===== src/rtl/sacr_pkg.sv =====
// Package with shared types and constants for the cache replacement unit.
`timescale 1ns / 1ps
package sacr_pkg;
  localparam int LINE_BYTES   = 64;
  localparam int WAYS_PER_SET = 16;
  localparam int SET_COUNT    = 1024;
  localparam int SIG_ENTRIES  = 2048;
  localparam int ADDR_BITS    = 48;

  localparam int OFFSET_BITS = $clog2(LINE_BYTES);
  localparam int SET_BITS    = (SET_COUNT > 1) ? $clog2(SET_COUNT) : 1;
  localparam int TAG_LSB     = OFFSET_BITS + $clog2(SET_COUNT);
  localparam int TAG_BITS    = ADDR_BITS - TAG_LSB;
  localparam int WAY_BITS    = (WAYS_PER_SET > 1) ? $clog2(WAYS_PER_SET) : 1;
  localparam int SIG_BITS    = $clog2(SIG_ENTRIES);
  localparam int LINE_BITS   = SET_BITS + WAY_BITS;
  localparam int NLINES      = SET_COUNT * WAYS_PER_SET;

  localparam int WAY_CNT_BITS   = WAY_BITS + 1;
  localparam int RRPV_WORD_BITS = 2 * WAYS_PER_SET;
  localparam logic [WAY_CNT_BITS-1:0] LAST_WAY = WAY_CNT_BITS'(WAYS_PER_SET - 1);

  // The clearing pass sweeps the largest of the three memories.
  localparam int CLR_COUNT = (NLINES > SIG_ENTRIES) ? NLINES : SIG_ENTRIES;
  localparam int CLR_BITS  = $clog2(CLR_COUNT + 1);
  localparam logic [CLR_BITS-1:0] CLR_LINE_END = CLR_BITS'(NLINES);
  localparam logic [CLR_BITS-1:0] CLR_SET_END  = CLR_BITS'(SET_COUNT);
  localparam logic [CLR_BITS-1:0] CLR_SIG_END  = CLR_BITS'(SIG_ENTRIES);

  localparam logic [1:0] POL_LRU  = 2'd0;
  localparam logic [1:0] POL_LFU  = 2'd1;
  localparam logic [1:0] POL_SHIP = 2'd2;

  typedef enum logic [2:0] {
    ST_CLEAR, ST_IDLE, ST_READ, ST_SCAN, ST_CTR_READ, ST_UPDATE, ST_OUT
  } state_t;

  // Per-line record kept in the line memory.
  typedef struct packed {
    logic                valid;
    logic                dirty;
    logic                reused;
    logic [31:0]         use_count;
    logic [47:0]         stamp;
    logic [TAG_BITS-1:0] tag;
    logic [SIG_BITS-1:0] sig;
  } line_t;

  typedef struct packed {
    logic clear_en;
    logic load;
    logic read;
    logic scan;
    logic cnt_rd;
    logic update;
  } cmd_t;

  typedef struct packed {
    logic clear_done;
    logic scan_done;
  } sts_t;
endpackage


===== src/rtl/sacr_ctrl.sv =====
// Controller state machine of the cache replacement unit.
`timescale 1ns / 1ps
module sacr_ctrl (
  input  logic              clk,
  input  logic              rst_n,
  input  logic              in_tvalid,
  output logic              in_tready,
  output logic              out_tvalid,
  input  logic              out_tready,
  output sacr_pkg::cmd_t    cmd,
  input  sacr_pkg::sts_t    sts
);
  sacr_pkg::state_t state_r, state_nxt;

  always_ff @(posedge clk) begin
    if (!rst_n) begin
      state_r <= sacr_pkg::ST_CLEAR;
    end else begin
      state_r <= state_nxt;
    end
  end

  always_comb begin
    state_nxt  = state_r;
    cmd        = '0;
    in_tready  = 1'b0;
    out_tvalid = 1'b0;
    case (state_r)
      sacr_pkg::ST_CLEAR: begin
        cmd.clear_en = 1'b1;
        if (sts.clear_done) begin
          state_nxt = sacr_pkg::ST_IDLE;
        end
      end
      sacr_pkg::ST_IDLE: begin
        in_tready = 1'b1;
        if (in_tvalid) begin
          cmd.load  = 1'b1;
          state_nxt = sacr_pkg::ST_READ;
        end
      end
      sacr_pkg::ST_READ: begin
        cmd.read  = 1'b1;
        state_nxt = sacr_pkg::ST_SCAN;
      end
      sacr_pkg::ST_SCAN: begin
        cmd.scan = 1'b1;
        if (sts.scan_done) begin
          state_nxt = sacr_pkg::ST_CTR_READ;
        end else begin
          cmd.read = 1'b1;
        end
      end
      sacr_pkg::ST_CTR_READ: begin
        cmd.cnt_rd = 1'b1;
        state_nxt  = sacr_pkg::ST_UPDATE;
      end
      sacr_pkg::ST_UPDATE: begin
        cmd.update = 1'b1;
        state_nxt  = sacr_pkg::ST_OUT;
      end
      sacr_pkg::ST_OUT: begin
        out_tvalid = 1'b1;
        if (out_tready) begin
          state_nxt = sacr_pkg::ST_IDLE;
        end
      end
      default: state_nxt = sacr_pkg::ST_CLEAR;
    endcase
  end
endmodule


===== config.mk =====
export PLATFORM = sky130hd
export DESIGN_NAME = sacr_ctrl
export DESIGN_NICKNAME = d
export VERILOG_FILES = /design/src/rtl/sacr_pkg.sv /design/src/rtl/sacr_ctrl.sv
export SDC_FILE = /design/constraint.sdc
export NUM_CORES = 1
export LEC_CHECK = 0
export BUFFER_PORTS_ARGS = -buffer_cell sky130_fd_sc_hd__buf_2
export CORE_AREA = 4 4 41 43
export DETAILED_ROUTE_END_ITERATION = 12
export DIE_AREA = 0 0 45 47
export PLACE_DENSITY_LB_ADDON = 0.25
export SYNTH_ARGS = -nofsm -noshare
export SYNTH_HDL_FRONTEND = slang
export SYNTH_SLANG_ARGS = --single-unit

===== constraint.sdc =====
create_clock -name clk -period 3.5 [get_ports clk]
set_input_delay 0.175 -clock clk [delete_from_list [all_inputs] [get_ports clk]]
set_output_delay 0.175 -clock clk [all_outputs]
set_load 0.02 [all_outputs]

After elaboration in Yosys (flattened, before gate mapping)
Index checks and enable logic that the tools add are counted.
Cells by class
  reductions and logical operators: 2
  equal/unequal tests: 10
  muxes and demuxes: 15
Operators with widths (number)
  one-hot mux 3 bit (7 select lines): 1
  2-to-1 mux 3 bit: 4
  == test 3 bit, second input constant: 3
  2-to-1 mux 1 bit: 9
  inequality test 2 bit, second input constant: 4
  == test 3 x 2 -> 1 bit, second input constant: 2
  AND reduction 4 bit: 1
  == test 3 x 1 -> 1 bit, second input constant: 1
  logical NOT 3 bit: 1
  one-hot mux 1 bit (2 select lines): 1
Word-level totals
  flip-flop bits (word level): 3
  input bits: 6
  output and inout bits: 8
  logic and storage cells: 28

Longest topological paths before layout
Gate-level depths: netlist of the first run.
  depth in word-level cells: 3
  mapped depth: 4
  depth with buffers taken out: 3

Worst setup path before layout of the first run
Ideal clock, no wire load.
  path kind: register to output
  start point: register state_r[1]
  end point: output cmd[4] in the netlist's numbering
  slack: 1.982 ns
  arrival time: 1.343 ns
  required time: 3.325 ns
  stages on the path, launching flop included: 4
  path buffers: 1
  path through: dfxtp_1 > buf_2 > nor3_1 > and2_1
RTL lines
  from (decl): line sacr_ctrl.sv:13  | sacr_pkg::state_t state_r, state_nxt;
  from (signal assigned): line sacr_ctrl.sv:17  | state_r <= sacr_pkg::ST_CLEAR;
  from (signal assigned): line sacr_ctrl.sv:19  | state_r <= state_nxt;
  to (decl): line sacr_ctrl.sv:10  | output sacr_pkg::cmd_t cmd,

==> results of run 1 <==
routing by layer:
layer	up-vias	track usage	share of wire
met5	-	0	0
met4	0	0.0175	0
met1	120	0.0818	0.47
met3	0	0.0498	0.070
li1	137	-	-
met2	8	0.107	0.46
final timing paths:
check	start	end	slack (ns)
max reg2reg	state_r[1]$_SDFFE_PN0P_	state_r[0]$_SDFFE_PN0P_	2.11
min reg2reg	state_r[2]$_SDFFE_PN0P_	state_r[2]$_SDFFE_PN0P_	0.60
min	rst_n	state_r[1]$_SDFFE_PN0P_	0.20
max	state_r[0]$_SDFFE_PN0P_	cmd[4]	2.00
logic make-up (layout without fill, tap and decap cells):
| logic type | count (synthesis) | count (layout) | synth area share |
|---|---|---|---|
| AO/OA/AOI/OAI | 8 | 8 | 0.225 |
| flip-flops | 3 | 3 | 0.257 |
| buffers and inverters | 4 | 18 | 0.0748 |
| multiplexers | 2 | 2 | 0.112 |
| AND/OR/NAND/NOR | 13 | 13 | 0.332 |
layout make-up:
class	instances	area [um^2]
fillers	150	971
well taps	15	18.8
inverters	1	3.75
clock buffers	4	26.3
flip-flops and latches	3	60.1
repair buffers	13	65.1
multi-input cells	23	156
cell usage after synthesis (all sizes together):
library cell,number,area (um^2)
nand3b,1,7.51
o31ai,1,7.51
nand2b,1,6.26
mux2,2,26.3
and2,1,6.26
dfxtp,3,60.1
nand2,1,3.75
o22ai,1,6.26
inv,1,3.75
a21boi,2,15.0
o21ai,1,5.00
and3,1,6.26
or3,1,6.26
nor2,2,7.51
nand4b,1,8.76
buf,2,10.0
a21oi,2,10.0
clkbuf,1,3.75
nor3b,2,15.0
o311ai,1,8.76
nor3,2,10.0
worst max-delay path, cell delays in order, from the launching register on:
cell and delay [ns]:
dfxtp_1 0.50, inv_2 0.11, nor3_1 0.19, and2_1 0.15, buf_2 0.15
power groups by stage:
stage	Combinational (mW)	Clock (mW)	Sequential, mW
after global placement	0.0292	0	0.0430
after detailed placement	0.0289	0	0.0430
final	0.0285	0.0605	0.0425
after CTS	0.0291	0.0637	0.0426
after floorplan	0.0242	0	0.0380
after global routing	0.0322	0.0700	0.0432
through the flow:
stage	cells	util	hold slack [ns]
2_1_floorplan	30	-	0.307
3_3_place_gp	55	0.234	0.452
3_5_place_dp	55	0.234	0.440
4_1_cts	59	0.254	0.195
5_1_grt	59	0.254	0.199
6_report	59	0.254	0.204
==> impl_metrics.py, run 1 <==
metrics = {
    "cells_and_area": {
        "drive_above_1_share": 0.409,
        "final_common_cell": "buf_2",
        "top_register": "state_r",
        "reg_top3": "state_r: 3 flops",
        "num_antenna_cells": 0,
        "fin_nets": 51,
        "area_growth_pct": 41.2,
        "stdcell_area_um2": 330,
        "mostFrequentLayoutCells": "buf_2 (13), clkbuf_4 (3), dfxtp_1 (3)",
        "largest_reg_flops": 3,
    },
    "setup_path": {
        "path_max_fanout": 9,
        "cp.arrival_ns": 1.33,
        "worstSetupEndpointType": "output pin",
        "crit_path_start_kind": "flip-flop",
        "r2r_cells": 3,
        "crit_type": "flip-flop to output pin",
        "crit_required_ns": 3.32,
    },
    "power_and_ir_drop": {
        "total_switching_power_uw": 39.2,
        "pwr-share-clk": 0.460,
        "combPwrFrac": 0.217,
        "sequentialPowerShare": 0.323,
        "p_int_uw": 92.3,
        "swShare": 0.298,
        "power_density_nw_per_um2": 398,
        "vdd_drop_max_v": 0.000242,
        "fin_total_pwr_uw": 131,
        "p_leak_nw": 0.150,
    },
    "drt": {
        "drc": 0,
        "vias": 265,
        "firstDrtPassIters": 2,
        "drt_iter0_drc": 2,
        "wirelength_um": 629,
        "viasPerCell": 4.49,
        "wl_per_cell_um": 10.7,
        "drt.antenna.violating_nets": 0,
    },
    "cts": {
        "cts_resized": 0,
        "htreeDepth": 1,
        "cts_tree": "built",
        "root_buffer": "clkbuf_4",
        "cts_buffers": 3,
        "clk_pin_slew_ns": 0.04,
        "post_cts_buffers": 0,
        "clock_sinks": 3,
        "postCtsHoldBufs": 0,
        "cts_max_path_buffers": 2,
        "clk_latency_ns": 0.23,
    },
    "floorplanning": {
        "die_h_um": 47,
        "dieWidth_um": 45,
        "fp.dieArea_um2": 2120,
        "core.rowCount": 13,
        "io-pin-count": 14,
        "start_util": 0.180,
        "coreArea_um2": 1300,
    },
    "sta": {
        "max_slew_margin": 0.722,
        "fmax_mhz": 664,
        "rsz0062_at_grt": "false",
        "layout_setup_ws_ns": 2.00,
        "finalSetupViolations": 0,
        "slew_viol_final": 0,
        "layout_min_cycle_time_ns": 1.50,
        "worst_pin_slew_ns": 0.417,
        "fin_skew_ns": 0.00182,
        "final.setup.tns_ns": 0,
        "hold_viol": 0,
        "period_share": 0.430,
    },
    "min_path": {
        "hold_path_class": "primary input to flip-flop",
        "min_path_cells": 3,
    },
    "placement": {
        "dp_hpwl_um": 468,
        "place_ws_ns": 2.12,
        "io_buffers": 13,
        "post_dp_cell_area_um2": 304,
        "place.gp.congestion": 0.697,
    },
    "synthesis": {
        "synth_seq_cells": 3,
        "seq_area_frac_synth": 0.257,
        "avgSynthCellArea_um2": 7.80,
        "synthCells": 30,
        "synth_nets": 36,
        "synth_cell_types": 22,
        "syn_area_um2": 234,
        "yosysWarningCount": 0,
    },
    "status": {
        "outcome": "finished, final reports clean",
    },
    "global_route": {
        "grt_pass1_vias": 252,
        "antenna_found_initial": 0,
        "grt_pass1_wl_mm": 1.06,
        "grt_usage": 0.0711,
        "overflow": 0,
        "grt_start_max_net_pins": 14,
    },
    "run": {
        "drv_cap": 0,
    },
}
Note: power is estimated with default switching activity, not from simulation.
==> inputs of run 2 (changes only) <==
- clock period: 3.5 -> 1.4 ns (I/O delays scaled with it)
==> run 2 against run 1 <==
Clock skew increased by 0.0017 ns; sequential cell count did not move; combinational power rose to 2.9 times the previous value; non-clock buffer count grew 1; via count is 4.9% higher; worst hold slack lost 0.11 ns.
==> impl_metrics.py, run 2 (same netlist as run 1, synthesis figures left out) <==
metrics = {
    "status": {
        "outcome": "finished, final reports clean",
    },
    "power_and_ir_drop": {
        "power_density_nw_per_um2": 975,
        "p_int_uw": 234,
        "pwr-share-clk": 0.451,
        "p_leak_nw": 0.159,
        "total_switching_power_uw": 101,
        "vdd_drop_max_v": 0.000530,
        "combPwrFrac": 0.245,
        "swShare": 0.301,
        "sequentialPowerShare": 0.304,
    },
    "min_path": {
        "worstHoldEndpoint": "state_r[1]$_SDFFE_PN0P_",
        "min_from": "rst_n",
        "min_path_cells": 3,
        "hold_path_class": "primary input to flip-flop",
    },
    "sta": {
        "fin_skew_ns": 0.00351,
        "final.setup.tns_ns": 0,
        "period_share": 0.900,
        "finalSetupViolations": 0,
        "max_slew_margin": 0.761,
        "slew_viol_final": 0,
        "rsz0062_at_grt": "false",
        "layout_setup_ws_ns": 0.140,
        "worst_pin_slew_ns": 0.359,
        "fmax_mhz": 794,
        "hold_viol": 0,
        "layout_min_cycle_time_ns": 1.26,
    },
    "placement": {
        "dp_hpwl_um": 486,
        "place.gp.congestion": 0.794,
        "place_ws_ns": 0.182,
        "io_buffers": 13,
    },
    "floorplanning": {
        "fp.dieArea_um2": 2120,
        "io-pin-count": 14,
        "coreArea_um2": 1300,
        "start_util": 0.180,
        "dieWidth_um": 45,
        "core.rowCount": 13,
        "die_h_um": 47,
    },
    "setup_path": {
        "timing.rr.end": "state_r[0]$_SDFFE_PN0P_",
        "reg2reg_from": "state_r[1]$_SDFFE_PN0P_",
        "worstSetupEndpointType": "output pin",
        "r2r_cells": 3,
        "crit_type": "flip-flop to output pin",
        "crit_path_start_kind": "flip-flop",
        "r2r_slack_ns": 0.23,
        "crit_required_ns": 1.33,
        "cp.arrival_ns": 1.19,
        "path_max_fanout": 12,
    },
    "cells_and_area": {
        "num_antenna_cells": 0,
        "mostFrequentLayoutCells": "buf_2 (13), clkbuf_4 (3)",
        "drive_above_1_share": 0.467,
        "nFillCells": 161,
        "largest_reg_flops": 3,
        "final_common_cell": "buf_2",
        "reg_top3": "state_r: 3 flops",
        "fin_nets": 52,
        "area_growth_pct": 47.1,
        "top_register": "state_r",
    },
    "cts": {
        "cts_buffers": 3,
        "htreeDepth": 1,
        "cts_max_path_buffers": 2,
        "cts_resized": 0,
        "root_buffer": "clkbuf_4",
        "clk_pin_slew_ns": 0.04,
        "post_cts_buffers": 0,
        "postCtsHoldBufs": 0,
        "cts_tree": "built",
        "clock_sinks": 3,
        "clk_latency_ns": 0.23,
    },
    "drt": {
        "wl_per_cell_um": 11.0,
        "drt.antenna.violating_nets": 0,
        "viasPerCell": 4.63,
        "drc": 0,
        "vias": 278,
        "drt_iter0_drc": 5,
        "wirelength_um": 660,
        "firstDrtPassIters": 4,
    },
    "global_route": {
        "grt_start_max_net_pins": 14,
        "grt_pass1_wl_mm": 1.11,
        "overflow": 0,
        "grt_usage": 0.0829,
        "antenna_found_initial": 0,
        "grt_pass1_vias": 244,
    },
    "run": {
        "drv_cap": 0,
    },
}
-- run 2: how the worst max path moves through the flow --
stage | from | depth (start not counted) | slack [ns] | to
floorplan | state_r[2]$_SDFFE_PN0P_ | 2 | 0.19 | cmd[0]
global placement | state_r[0]$_SDFFE_PN0P_ | 3 | 0.21 | state_r[1]$_SDFFE_PN0P_
detailed placement | state_r[0]$_SDFFE_PN0P_ | 3 | 0.18 | state_r[1]$_SDFFE_PN0P_
CTS | state_r[0]$_SDFFE_PN0P_ | 4 | 0.06 | cmd[4]
global route | state_r[2]$_SDFFE_PN0P_ | 2 | 0.04 | cmd[1]
finish | state_r[1]$_SDFFE_PN0P_ | 4 | 0.14 | cmd[4]
-- run 2: worst max-delay path, stage by stage (launching register included) --
cell     delay [ns]
dfxtp_1        0.31
buf_4          0.17
nor3_2         0.18
and2_1         0.14
buf_2          0.15
-- run 2: stage by stage --
stage,total power [mW],util,area [um^2],std cells,hold WS (ns)
global route,0.364,0.264,344,60,0.0985
finish,0.336,0.264,344,60,0.0956
CTS,0.343,0.263,343,60,0.0832
detailed placement,0.184,0.243,317,56,0.336
global placement,0.184,0.243,317,56,0.335
floorplan,0.157,-,239,30,0.202
-- run 2: power groups by stage --
stage | registers [mW] | clock network (mW) | logic (mW)
2_1_floorplan | 0.0950 | 0 | 0.0618
3_3_place_gp | 0.102 | 0 | 0.0828
3_5_place_dp | 0.102 | 0 | 0.0821
4_1_cts | 0.101 | 0.160 | 0.0823
5_1_grt | 0.103 | 0.169 | 0.0913
6_report | 0.102 | 0.151 | 0.0822
-- run 2: final cells by class --
cell class,count,area (um^2),area share
clock buffer,4,26.3,0.0764
inverter,1,3.75,0.0109
multi-input combinational,23,161,0.469
sequential,3,61.3,0.178
tap,15,18.8,0.0545
timing repair buffer,14,72.6,0.211
-- run 2: layer usage --
layer  vias up  GRT usage  part of all wire
li1        139          -                 -
met1       121      0.109              0.50
met2        14     0.0847              0.36
met3         4     0.0230             0.065
met4         0      0.123             0.067
met5         -          0                 0
==> inputs of run 3 (changes only) <==
- ABC_AREA: not set -> 1
==> run 3 against run 2 <==
Register-to-register slack gained 0.04 ns; die area is the same; power grew to 3.2 times the previous value; largest power group is now combinational cells.
==> impl_metrics.py, run 3 <==
metrics = {
    "floorplanning": {
        "die_h_um": 47,
        "start_util": 0.259,
        "coreArea_um2": 1300,
        "dieWidth_um": 45,
        "fp.dieArea_um2": 2120,
        "core.rowCount": 13,
        "io-pin-count": 14,
    },
    "cells_and_area": {
        "regArea_um2": 68.8,
        "final_common_cell": "buf_2",
        "nFillCells": 156,
        "fin_cells": 75,
        "fin_nets": 67,
        "multi_input_area_um2": 210,
        "num_antenna_cells": 0,
        "area_growth_pct": 27.5,
        "mostFrequentLayoutCells": "buf_2 (13), nand2_1 (6), inv_1 (5)",
        "top_register": "state_r",
        "reg_top3": "state_r: 3 flops",
        "drive_above_1_share": 0.583,
        "largest_reg_flops": 3,
    },
    "setup_path": {
        "cp.arrival_ns": 1.18,
        "r2r_slack_ns": 0.27,
        "path_max_fanout": 6,
        "crit_path_start_kind": "flip-flop",
        "worstSetupEndpointType": "output pin",
        "crit_required_ns": 1.33,
        "r2r_cells": 7,
        "timing.rr.end": "state_r[2]$_SDFFE_PN0P_",
        "crit_type": "flip-flop to output pin",
        "reg2reg_from": "state_r[1]$_SDFFE_PN0P_",
    },
    "drt": {
        "drt_iter0_drc": 3,
        "wl_per_cell_um": 9.12,
        "drt.antenna.violating_nets": 0,
        "top_layer": "met4",
        "wirelength_um": 684,
        "vias": 313,
        "route.met3.wl_um": 44,
        "wl_met2_um": 334,
        "met1Wirelength_um": 295,
        "firstDrtPassIters": 4,
        "drc": 0,
        "viasPerCell": 4.17,
    },
    "global_route": {
        "grt_start_max_net_pins": 10,
        "overflow": 0,
        "grt_usage": 0.0805,
        "grt_pass1_vias": 296,
        "grt_pass1_wl_mm": 1.21,
        "antenna_found_initial": 0,
    },
    "cts": {
        "cts_tree": "built",
        "htreeDepth": 1,
        "post_cts_buffers": 0,
        "clock_sinks": 3,
        "root_buffer": "clkbuf_4",
        "clk_latency_ns": 0.23,
        "cts_buffers": 3,
        "postCtsHoldBufs": 0,
        "cts_max_path_buffers": 2,
        "clk_pin_slew_ns": 0.04,
    },
    "synthesis": {
        "yosys.area.top_type": "dfxtp_1",
        "synthCells": 45,
        "synth_seq_cells": 3,
        "yosysWarningCount": 0,
        "syn_area_um2": 337,
        "synth_top_area_share": 0.178,
        "synth_nets": 51,
        "synth_edf_count": 0,
        "yosys-top-cells-area": "dfxtp_1 (18%), buf_6 (10%), nand2_4 (10%)",
        "avgSynthCellArea_um2": 7.48,
        "synth.most_common_cell": "nand2_1",
        "ys_top_cells_by_count": "nand2_1 (6), inv_1 (5), nor2_1 (4), nor3_1 (4)",
        "synth_flop_cell": "dfxtp_1",
        "seq_area_frac_synth": 0.178,
        "async_flop_share": 0,
        "synth_cell_types": 17,
    },
    "sta": {
        "worst_pin_slew_ns": 0.234,
        "period_share": 0.890,
        "fmax_mhz": 802,
        "layout_min_cycle_time_ns": 1.25,
        "slew_viol_final": 0,
        "final.setup.tns_ns": 0,
        "finalSetupViolations": 0,
        "max_slew_margin": 0.844,
        "fin_skew_ns": 0.000860,
        "hold_viol": 0,
        "rsz0062_at_grt": "false",
    },
    "power_and_ir_drop": {
        "p_leak_nw": 0.242,
        "vdd_drop_max_v": 0.000594,
        "power_density_nw_per_um2": 2520,
    },
    "run": {
        "drv_cap": 0,
    },
    "placement": {
        "dp.cells": 71,
        "dp_hpwl_um": 556,
        "place.gp.congestion": 0.706,
        "io_buffers": 13,
    },
    "status": {
        "outcome": "finished, final reports clean",
    },
    "min_path": {
        "min_from": "rst_n",
        "hold_path_class": "primary input to flip-flop",
        "worstHoldEndpoint": "state_r[2]$_SDFFE_PN0P_",
        "min_path_cells": 3,
    },
}
[run 3: cell count changes after synthesis, moves of 3 or more]
cell,change
buf_6,+3
inv_1,+5
nand2_1,+5
nand2_4,+3
nor2_4,+3
[run 3: worst max path at each step]
stage                       startpoint                       to  slack (ns)  cells past startpoint
6_report       state_r[0]$_SDFFE_PN0P_                   cmd[4]        0.15                      5
5_1_grt        state_r[0]$_SDFFE_PN0P_                   cmd[4]        0.03                      5
4_1_cts        state_r[0]$_SDFFE_PN0P_                   cmd[4]        0.08                      5
3_3_place_gp   state_r[2]$_SDFFE_PN0P_  state_r[2]$_SDFFE_PN0P_        0.06                      7
2_1_floorplan  state_r[0]$_SDFFE_PN0P_                   cmd[4]        0.24                      5
3_5_place_dp   state_r[2]$_SDFFE_PN0P_  state_r[0]$_SDFFE_PN0P_        0.05                      7
[run 3: layer usage]
metal  track usage  vias up
li1              -      169
met1        0.0952      133
met2         0.136        9
met3        0.0230        2
met4        0.0351        0
met5             0        -
[run 3: kinds of logic (layout without fill, tap and decap cells)]
logic type      Yosys count  after routing  share of synthesized area
simple gates             28             28                      0.580
compound gates            3              3                     0.0446
buf+inv                  11             26                      0.197
flops                     3              3                      0.178
[run 3: power by group]
part           internal (mW)  switching (mW)  total (mW)
combinational          0.246           0.392       0.638
clock                  0.107          0.0444       0.151
sequential             0.148           0.145       0.293
[run 3: repair_timing]
action / CTS / global route
pin swaps: 0 / 0
gates cloned: 0 / 0
setup endpoints to repair: 4 / 2
gates resized for setup: 3 / 2
[run 3: per-stage QoR]
step           worst slack (ns)   util  power, mW  hold WS (ns)  cell area (um^2)
6_report                  0.153  0.330       1.08        0.0933               429
5_1_grt                  0.0283  0.330       1.20         0.107               429
4_1_cts                  0.0845  0.326       1.09        0.0887               424
3_5_place_dp             0.0486  0.303      0.920         0.341               394
3_3_place_gp             0.0580  0.303      0.916         0.336               394
2_1_floorplan             0.235      -      0.827         0.205               337
[run 3: cell type report]
type	instances	area share
Tap cell	15	0.0437
Clock buffer	4	0.0612
Sequential cell	3	0.160
Multi-Input combinational cell	31	0.490
Timing Repair Buffer	14	0.169
Inverter	8	0.0758
[run 3: worst max-delay path: stages, from the launching register on]
cell and delay, ns:
dfxtp_4 0.41, inv_4 0.05, nor2_4 0.10, inv_1 0.07, nor3_1 0.13, buf_2 0.19
